### src/rtl/core/tvg_pkg.sv
// Shared widths, register codes, reset values and types of the tile scan-out block.
package tvg_pkg;

    localparam int LINE_W     = 10;
    localparam int VIS_W      = 9;
    localparam int COORD_W    = 8;
    localparam int COLOR_W    = 8;
    localparam int CFG_IDX_W  = 2;
    localparam int CFG_DATA_W = 10;

    localparam logic [COLOR_W-1:0] COLOR_MASK = 8'hCF;
    localparam logic [LINE_W-1:0]  LINE_MAX   = 10'd1023;

    localparam logic [LINE_W-1:0] RST_LAST_LINE     = 10'd524;
    localparam logic [LINE_W-1:0] RST_VSYNC_START   = 10'd490;
    localparam logic [LINE_W-1:0] RST_VSYNC_STOP    = 10'd492;
    localparam logic [VIS_W-1:0]  RST_VISIBLE_LINES = 9'd480;

    localparam logic [CFG_IDX_W-1:0] REG_LAST_LINE     = 2'd0;
    localparam logic [CFG_IDX_W-1:0] REG_VSYNC_START   = 2'd1;
    localparam logic [CFG_IDX_W-1:0] REG_VSYNC_STOP    = 2'd2;
    localparam logic [CFG_IDX_W-1:0] REG_VISIBLE_LINES = 2'd3;

    typedef struct packed {
        logic [LINE_W-1:0] last_line;
        logic [LINE_W-1:0] vsync_start;
        logic [LINE_W-1:0] vsync_stop;
        logic [VIS_W-1:0]  visible_lines;
    } cfg_t;

    typedef struct packed {
        logic [LINE_W-1:0] line;
        logic [LINE_W-1:0] row;
        logic              vsync;
        logic              show;
    } tick_info_t;

endpackage

### src/rtl/core/tvg_line_ctrl.sv
// Line counter with tile row tracking and vertical sync state.
module tvg_line_ctrl #(
    parameter int ROW_HEIGHT = 8
) (
    input  logic                clk,
    input  logic                rst_n,
    input  tvg_pkg::cfg_t       cfg,
    input  logic                tick,
    output tvg_pkg::tick_info_t info
);
    import tvg_pkg::*;

    localparam int SUB_W = (ROW_HEIGHT > 1) ? $clog2(ROW_HEIGHT) : 1;

    logic [LINE_W-1:0] line_reg, line_next;
    logic [LINE_W-1:0] row_reg, row_next;
    logic [SUB_W-1:0]  sub_reg, sub_next;
    logic              vsync_reg, vsync_next;
    logic              vsync_upd;
    logic              is_last;

    always_comb
    begin
        vsync_upd = vsync_reg;
        if (line_reg == cfg.vsync_start)
        begin
            vsync_upd = 1'b1;
        end
        if (line_reg == cfg.vsync_stop)
        begin
            vsync_upd = 1'b0;
        end
        is_last    = (line_reg == cfg.last_line);
        info.line  = line_reg;
        info.row   = row_reg;
        info.vsync = vsync_upd;
        info.show  = !is_last && (line_reg < {1'b0, cfg.visible_lines});
    end

    always_comb
    begin
        line_next  = line_reg;
        row_next   = row_reg;
        sub_next   = sub_reg;
        vsync_next = vsync_reg;
        if (tick)
        begin
            vsync_next = vsync_upd;
            if (is_last || (line_reg == LINE_MAX))
            begin
                line_next = '0;
                row_next  = '0;
                sub_next  = '0;
            end
            else
            begin
                line_next = line_reg + LINE_W'(1);
                if (sub_reg == SUB_W'(ROW_HEIGHT - 1))
                begin
                    sub_next = '0;
                    row_next = row_reg + LINE_W'(1);
                end
                else
                begin
                    sub_next = sub_reg + SUB_W'(1);
                end
            end
        end
    end

    always_ff @(posedge clk or negedge rst_n)
    begin
        if (!rst_n)
        begin
            line_reg  <= '0;
            row_reg   <= '0;
            sub_reg   <= '0;
            vsync_reg <= 1'b0;
        end
        else
        begin
            line_reg  <= line_next;
            row_reg   <= row_next;
            sub_reg   <= sub_next;
            vsync_reg <= vsync_next;
        end
    end

endmodule

### config.mk
export PLATFORM = sky130hd
export DESIGN_NAME = tvg_line_ctrl
export DESIGN_NICKNAME = d
export VERILOG_FILES = /design/src/rtl/core/tvg_pkg.sv /design/src/rtl/core/tvg_line_ctrl.sv
export SDC_FILE = /design/constraint.sdc
export NUM_CORES = 1
export LEC_CHECK = 0
export ABC_AREA = 1
export BUFFER_PORTS_ARGS = -buffer_cell sky130_fd_sc_hd__buf_4
export CORE_ASPECT_RATIO = 2
export CORE_MARGIN = 1.5
export CORE_UTILIZATION = 56
export CTS_BUF_LIST = sky130_fd_sc_hd__clkbuf_8 sky130_fd_sc_hd__clkbuf_16
export DETAILED_ROUTE_END_ITERATION = 6
export GPL_TIMING_DRIVEN = 0
export HOLD_SLACK_MARGIN = 0.08
export PLACE_DENSITY = 0.86
export SYNTH_ARGS = -nofsm -noshare
export SYNTH_HDL_FRONTEND = slang
export SYNTH_SLANG_ARGS = --single-unit
### constraint.sdc
create_clock -name clk -period 4.1 [get_ports clk]
set_input_delay 0.205 -clock clk [delete_from_list [all_inputs] [get_ports clk]]
set_output_delay 0.205 -clock clk [all_outputs]
set_load 0.01 [all_outputs]
Word-level counts from Yosys, hierarchy flattened

Cells that the tools add are included.

Output and inout port bits: 22
Input port bits: 42
Register bits after elaboration: 24
Logic and storage cells: 25

Equal/unequal tests: 5
Order comparisons: 1
Multiplexer cells: 7
$add $sub $neg: 3
Reduce and logical (&&, ||, !) cells: 5

Operators with widths:

| kind                    | count |
|---|---|
| $eq A10 B10 Y1          | 3 |
| $mux W10                | 3 |
| $add A10 B1 Y10 const B | 2 |
| $eq A10 B10 Y1 const B  | 1 |
| $lt A10 B9 Y1           | 1 |
| $mux W3                 | 2 |
| $add A3 B1 Y3 const B   | 1 |
| $eq A3 B3 Y1 const B    | 1 |
| $mux W1                 | 2 |
| $reduce_and A2 Y1       | 1 |
| $reduce_bool A2 Y1      | 1 |
| $logic_and A1 B1 Y1     | 1 |
| $logic_not A1 Y1        | 1 |
| $logic_or A1 B1 Y1      | 1 |

Depth between registers and ports, before layout

Gate-level depths: netlist of run 1.

Depth after elaboration: 4
Mapped depth: 12

Least setup slack after synthesis of run 1

No wires, ideal clock.

Kind: reg-to-reg
Start: register line_reg[1]
End: register row_reg[1]
Buffers on the path: 1
Cell stages (with the launch flop): 12
Path slack: 2.525 ns
Arrival: 1.457 ns
Clock period less this slack: 1.575 ns
Cell sequence: dfrtp_1 > ha_1 > nand3_1 > nor2_1 > nand2_1 > inv_2 > nand3_2 > inv_2 > nor2_8 > buf_8 > nand4_1 > nand2_1

Cells in the longest elaborated chain, start to end: 4

Ends and longest elaborated chain:

| item                                     | RTL line                                 | RTL |
|---|---|---|
| start, declared                          | tvg_line_ctrl.sv:15                      | `logic [LINE_W-1:0] line_reg, line_next;` |
| start signal, assigned                   | tvg_line_ctrl.sv:82                      | `line_reg <= line_next;` |
| $eq A10 B10 Y1, on equally long branches | tvg_line_ctrl.sv:33, tvg_line_ctrl.sv:49 |  |
| $logic_or A1 B1 Y1 (*)                   | tvg_line_ctrl.sv:49                      | `if (is_last \|\| (line_reg == LINE_MAX))` |
| $reduce_bool A2 Y1 (no source line)      | n/a                                      |  |
| $reduce_and A2 Y1 (no source line)       | n/a                                      |  |
| end signal, assigned                     | tvg_line_ctrl.sv:83                      | `row_reg <= row_next;` |
| end, declared                            | tvg_line_ctrl.sv:16                      | `logic [LINE_W-1:0] row_reg, row_next;` |

Every way passes the cells marked *; elsewhere a longest branch is shown, timed or not.
A chain may end at the register's enable or synchronous reset.

Worst setup path in the final report of run 1

Start: register line_reg[0]
End: output info[1] in the netlist's numbering

Cells in the longest elaborated chain, start to end: 3

Ends and longest elaborated chain:

| item           | RTL line            | RTL |
|---|---|---|
| $eq A10 B10 Y1 | tvg_line_ctrl.sv:25 | `if (line_reg == cfg.vsync_start)` |
| $mux W1        | tvg_line_ctrl.sv:25 |  |
| $mux W1 (*)    | tvg_line_ctrl.sv:29 | `if (line_reg == cfg.vsync_stop)` |
| end, declared  | tvg_line_ctrl.sv:9  | `output tvg_pkg::tick_info_t info` |

Marked as above.

==> impl_metrics.py, run 1 <==
metrics = {
    "logic_synthesis": {
        "synth_fp_nets": 361,
        "syn_area_um2": 2140,
        "synth_seq_area_share": 0.281,
        "ys_types": 33,
        "synth-seq-cells": 24,
        "ys.flop_type": "dfrtp_1",
        "postSynthCellCount": 307,
        "yosys_warnings": 0,
        "syn_area_per_cell_um2": 6.96,
        "synth_edf_count": 0,
        "async_flop_share": 1.00,
    },
    "clock_tree": {
        "postCtsResizedCells": 0,
        "postCtsSetupRepairBufs": 0,
        "ctsHoldBuffers": 1,
        "cts_tree": "built",
        "root_buffer": "clkbuf_8",
        "clock_latency_ps": 260,
        "cts_sinks": 24,
        "clk_pin_slew_ps": 80,
        "cts_buffers": 3,
        "htree_levels": 1,
        "clock_path_buffers": 2,
    },
    "place": {
        "hpwl_um": 4450,
        "io_buffers": 62,
        "gp_congestion": 0.876,
        "dp.cells": 418,
        "dpl_cell_area_um2": 2660,
    },
    "floorplanning": {
        "core_area_um2": 3650,
        "die_w_um": 46.7,
        "initial_utilization": 0.586,
        "die_h_um": 90.4,
        "rows": 31,
        "die-area_um2": 4220,
        "pin_count": 64,
    },
    "layout": {
        "fin_area_um2": 2720,
        "drive_gt1_frac": 0.290,
        "final_cells": 422,
        "utilization": 0.745,
        "antenna_cells": 0,
        "area_growth_pct": 27.0,
        "final_common_cell": "nand2_1",
        "final_cell_mix": "nand2_1, buf_4, inv_1",
        "fin_nets": 429,
    },
    "global_route": {
        "antenna_found_initial": 0,
        "gr-total-overflow": 0,
        "grtUsageTotal": 0.278,
        "use_met1": 0.266,
        "grt_pass1_wl_um": 8800,
        "grt.busiest_layer": "met2",
        "grt_max_degree": 25,
        "grtUsageMet3": 0.0280,
        "grt_pass1_vias": 2102,
        "use_met2": 0.520,
    },
    "sta": {
        "tightest_slew_ps": 376,
        "slew_headroom": 0.749,
        "fin_crit_ps": 2050,
        "setup_viol_count_final": 0,
        "slew_violations": 0,
        "fin_crit_sh": 0.501,
        "setup_tns_ps": 0,
        "rsz0062_at_grt": "no",
        "finClkSkew_ps": 3.70,
        "fmaxAchievable_mhz": 487,
        "hold_viol": 0,
    },
    "pwr": {
        "p_per_area_nw_per_um2": 449,
        "swShare": 0.446,
        "p_int_mw": 0.675,
        "clkPwrFrac": 0.110,
        "peakVddDrop_uv": 317,
        "pwr-share-seq": 0.325,
        "p_sw_mw": 0.544,
        "p_comb_frac": 0.565,
        "p_leak_nw": 1.58,
    },
    "critical_path": {
        "worstPathArrival_ps": 1850,
        "crit_type": "flop to output pin",
        "ff2ff_setup_slack_ps": 2300,
        "reg2reg_from": "line_reg[1]$_DFFE_PN0P_",
        "r2r_end": "row_reg[2]$_DFFE_PN0P_",
        "startpoint_type": "flop",
        "cp.required_ps": 3890,
        "reg2reg_depth": 11,
        "cp_max_fo": 7,
        "cp-end-kind": "output pin",
    },
    "hold_path": {
        "worst_hold_path.endpoint": "line_reg[0]$_DFFE_PN0P_",
        "hold_depth": 3,
        "hp-start": "tick",
        "min_path_type": "primary input to flop",
    },
    "detailed_routing": {
        "wl_per_cell_um": 13.0,
        "drc": 0,
        "dr.pass1.iters": 4,
        "drt-total-wl_um": 5480,
        "avgViaCountPerCell": 5.09,
        "ant_nets": 0,
        "drtIter0Drc": 54,
        "vias": 2150,
    },
    "outcome": {
        "status": "finished, final reports clean",
    },
    "flow_run": {
        "maxCapViolCount": 0,
    },
}
[power by group through the flow]
stage          clock [mW]  combinational (mW)  sequential [mW]
2_1_floorplan           0               0.437            0.402
3_3_place_gp            0               0.664            0.396
3_5_place_dp            0               0.687            0.400
4_1_cts             0.140               0.695            0.395
5_1_grt             0.148               0.774            0.406
6_report            0.134               0.688            0.396
[worst max-delay path: stages (launching register included)]
cell,delay (ps)
dfrtp_1,410
buf_2,190
xor2_1,170
nor3_1,220
nand3_1,140
and2_1,200
buf_4,140
buf_4,130
[final cells by class]
| type | instances | area (um2) |
|---|---|---|
| Multi-Input combinational cell | 224 | 1280 |
| Fill cell | 315 | 931 |
| Sequential cell | 24 | 601 |
| Timing Repair Buffer | 63 | 475 |
| Inverter | 50 | 188 |
| Buffer | 9 | 65.1 |
| Tap cell | 49 | 61.3 |
| Clock buffer | 3 | 41.3 |
[stage by stage]
stage / worst slack (ps) / hold slack, ps / total power [mW]
after CTS: 2030 / 295 / 1.23
after detailed placement: 2280 / 117 / 1.09
final: 2050 / 297 / 1.22
after global routing: 1910 / 317 / 1.33
after global placement: 2310 / 118 / 1.06
after floorplan: 2520 / -90.6 / 0.839
[cell usage after synthesis (2+ instances only)]
cell	instances	area share
nor2_8	2	0.019
o21bai_1	2	0.0070
nor2_1	27	0.047
nor3_1	3	0.0070
nor2_2	4	0.012
xnor2_1	10	0.041
a21oi_1	3	0.0070
nor2_4	2	0.011
buf_4	4	0.014
xor2_1	16	0.066
dfrtp_1	24	0.28
nand3_2	4	0.019
buf_2	4	0.0094
nand4_1	9	0.026
nand3_1	9	0.021
o21ai_0	8	0.019
nand2_2	6	0.018
inv_2	12	0.021
inv_1	38	0.067
nand2_1	96	0.17
ha_1	12	0.070
[routing by layer]
| layer | vias to the layer above | share of wire |
|---|---|---|
| li1 | 1073 | - |
| met1 | 963 | 0.35 |
| met2 | 93 | 0.55 |
| met3 | 21 | 0.054 |
| met4 | 0 | 0.046 |
| met5 | - | 0 |
[cells by family after synthesis]
family | Yosys count | share of synthesized area
adders and majority gates | 12 | 0.0703
buffers and inverters | 59 | 0.118
and+or+nand+nor | 167 | 0.372
AOI/OAI and AO/OA | 19 | 0.0521
DFF | 24 | 0.281
xor gates and xnor gates | 26 | 0.107
[worst max-delay path by stage]
stage	depth (start not counted)	slack, ps	start	endpoint
6_report	7	2050	line_reg[0]$_DFFE_PN0P_	info[1]
5_1_grt	7	1910	line_reg[0]$_DFFE_PN0P_	info[1]
4_1_cts	7	2030	line_reg[0]$_DFFE_PN0P_	info[1]
3_3_place_gp	11	2310	line_reg[1]$_DFFE_PN0P_	row_reg[2]$_DFFE_PN0P_
3_5_place_dp	11	2280	line_reg[1]$_DFFE_PN0P_	row_reg[2]$_DFFE_PN0P_
2_1_floorplan	11	2520	line_reg[1]$_DFFE_PN0P_	row_reg[1]$_DFFE_PN0P_
No activity file was read; power rests on OpenSTA's default activity.
==> run 2, diff against run 1 <==
- CORE_UTILIZATION: 56 -> 52
- PLACE_DENSITY: 0.86 -> 0.8
- clock period: 4.1 -> 1.9 ns (I/O delays scaled with it)
==> impl_metrics.py, run 2 (synthesized netlist as in run 1, its figures left out) <==
metrics = {
    "outcome": {
        "status": "finished, final reports clean",
    },
    "detailed_routing": {
        "dr.pass1.iters": 4,
        "ant_nets": 0,
        "wl_per_cell_um": 12.7,
        "drc": 0,
        "drt-total-wl_um": 5470,
        "avgViaCountPerCell": 4.92,
        "vias": 2125,
        "drtIter0Drc": 29,
    },
    "global_route": {
        "grt_pass1_wl_um": 8890,
        "grt_max_degree": 25,
        "grtUsageTotal": 0.250,
        "grt_pass1_vias": 2066,
        "antenna_found_initial": 0,
        "gr-total-overflow": 0,
    },
    "place": {
        "hpwl_um": 4300,
        "post-place-ws_ps": 80.1,
        "gp_congestion": 0.835,
        "io_buffers": 62,
        "dp.cells": 420,
    },
    "clock_tree": {
        "root_buffer": "clkbuf_8",
        "clock_latency_ps": 270,
        "cts_tree": "built",
        "clk_pin_slew_ps": 90,
        "htree_levels": 1,
        "cts_sinks": 24,
        "clock_path_buffers": 2,
        "cts_buffers": 3,
    },
    "critical_path": {
        "cp-end-kind": "output pin",
        "cpLargestDelayFamily": "simple AND/OR/NAND/NOR gates",
        "cp-startpoint": "line_reg[0]$_DFFE_PN0P_",
        "path_cells": "buf_4, nand2_1, o21ai_0, nor2_1, nand3_1, o21bai_1, and2_1, buf_4, buf_4",
        "crit_type": "flop to output pin",
        "reg2reg_depth": 12,
        "path_common_cell": "buf_4",
        "worstPathArrival_ps": 1770,
        "r2r_end": "row_reg[8]$_DFFE_PN0P_",
        "reg2reg_from": "line_reg[2]$_DFFE_PN0P_",
        "cp_num_buf_inv": 3,
        "cpPeakStageDelay_ps": 400,
        "ff2ff_setup_slack_ps": 180,
        "cp_max_fo": 7,
        "cp_slowest_cell": "dfrtp_1",
        "startpoint_type": "flop",
        "cp.required_ps": 1800,
    },
    "pwr": {
        "total_power_mw": 2.87,
        "pwr-share-seq": 0.300,
        "peakVddDrop_uv": 820,
        "p_leak_nw": 1.63,
        "clkPwrFrac": 0.157,
        "p_comb_frac": 0.543,
        "p_int_mw": 1.66,
        "p_per_area_nw_per_um2": 1010,
        "p_sw_mw": 1.21,
        "swShare": 0.420,
    },
    "layout": {
        "final_cell_mix": "nand2_1, buf_4, inv_1",
        "nFillCells": 309,
        "drive_gt1_frac": 0.328,
        "fin_nets": 436,
        "antenna_cells": 0,
        "final_common_cell": "nand2_1",
        "utilization": 0.729,
        "final_cells": 432,
        "area_growth_pct": 32.6,
    },
    "sta": {
        "fin_crit_sh": 0.982,
        "layout_setup_ws_ps": 33.3,
        "setup_viol_count_final": 0,
        "slew_headroom": 0.756,
        "finClkSkew_ps": 5.90,
        "hold_viol": 0,
        "fin_crit_ps": 1870,
        "setup_tns_ps": 0,
        "tightest_slew_ps": 366,
        "slew_violations": 0,
        "fmaxAchievable_mhz": 536,
    },
    "floorplanning": {
        "initial_utilization": 0.550,
        "core_area_um2": 3880,
        "pin_count": 64,
        "die_w_um": 48.3,
        "die-area_um2": 4530,
        "die_h_um": 93.7,
        "rows": 32,
    },
    "hold_path": {
        "hold_depth": 3,
        "worst_hold_path.endpoint": "line_reg[0]$_DFFE_PN0P_",
        "min_path_type": "primary input to flop",
        "hp-start": "tick",
    },
    "flow_run": {
        "maxCapViolCount": 0,
    },
}
[run 2: cell types whose count changed in the layout (fill, tap and decap cells not counted)]
cell,delta
buf_4,+6
nor2_1,-1
nor3_2,+1
nor2_2,+1
dfrtp_2,+6
bufinv_16,+1
xnor2_2,+1
dfrtp_1,-6
buf_6,+2
xnor2_1,-1
nor3_1,-1
buf_2,-1
[run 2: routing by layer]
layer,up-vias,track usage,wire length (um)
met5,-,0,0
met2,58,0.502,3070
li1,1090,-,-
met4,0,0.102,150
met1,968,0.255,2040
met3,9,0.0271,205
[run 2: worst min-delay path: cells and delay by family]
kind                   cells  cell delay (ps)
and+or+nand+nor            1               90
AOI/OAI and AO/OA          1               50
buffers and inverters      1              170
[run 2: worst max-delay path by stage]
stage,to,cells past startpoint
5_1_grt,info[1],9
4_1_cts,info[0],7
3_5_place_dp,row_reg[2]$_DFFE_PN0P_,11
6_report,info[1],9
2_1_floorplan,row_reg[1]$_DFFE_PN0P_,11
3_3_place_gp,row_reg[2]$_DFFE_PN0P_,11
[run 2: area by class of cell]
class	instances	area [um2]	share of cell area
sequential	24	608	0.215
tap	51	63.8	0.0225
buffer	9	75.1	0.0265
inverter	50	188	0.0663
clock buffer	3	41.3	0.0146
clock inverter	1	30.0	0.0106
timing repair buffer	70	528	0.186
multi-input combinational	224	1300	0.458
[run 2: repair_timing]
action | in CTS | in global routing
endpoints found under the hold margin | 24 | 0
gates resized for setup | 2 | 11
endpoints found under the setup margin | 1 | 11
pin swaps | 0 | 5
hold buffers | 1 | 0
setup buffers | 0 | 7
[run 2: stage by stage]
stage / hold WS (ps) / area [um2]
2_1_floorplan: -201 / 2140
3_3_place_gp: 13.3 / 2670
3_5_place_dp: 14.3 / 2670
4_1_cts: 175 / 2750
5_1_grt: 177 / 2830
6_report: 162 / 2830
[run 2: power groups by stage]
stage                     clock network, mW  registers (mW)  logic, mW
after floorplan                           0           0.868      0.942
after global placement                    0           0.854       1.44
after detailed placement                  0           0.859       1.48
after CTS                             0.452           0.853       1.49
after global routing                  0.471           0.889       1.74
final                                 0.449           0.862       1.56
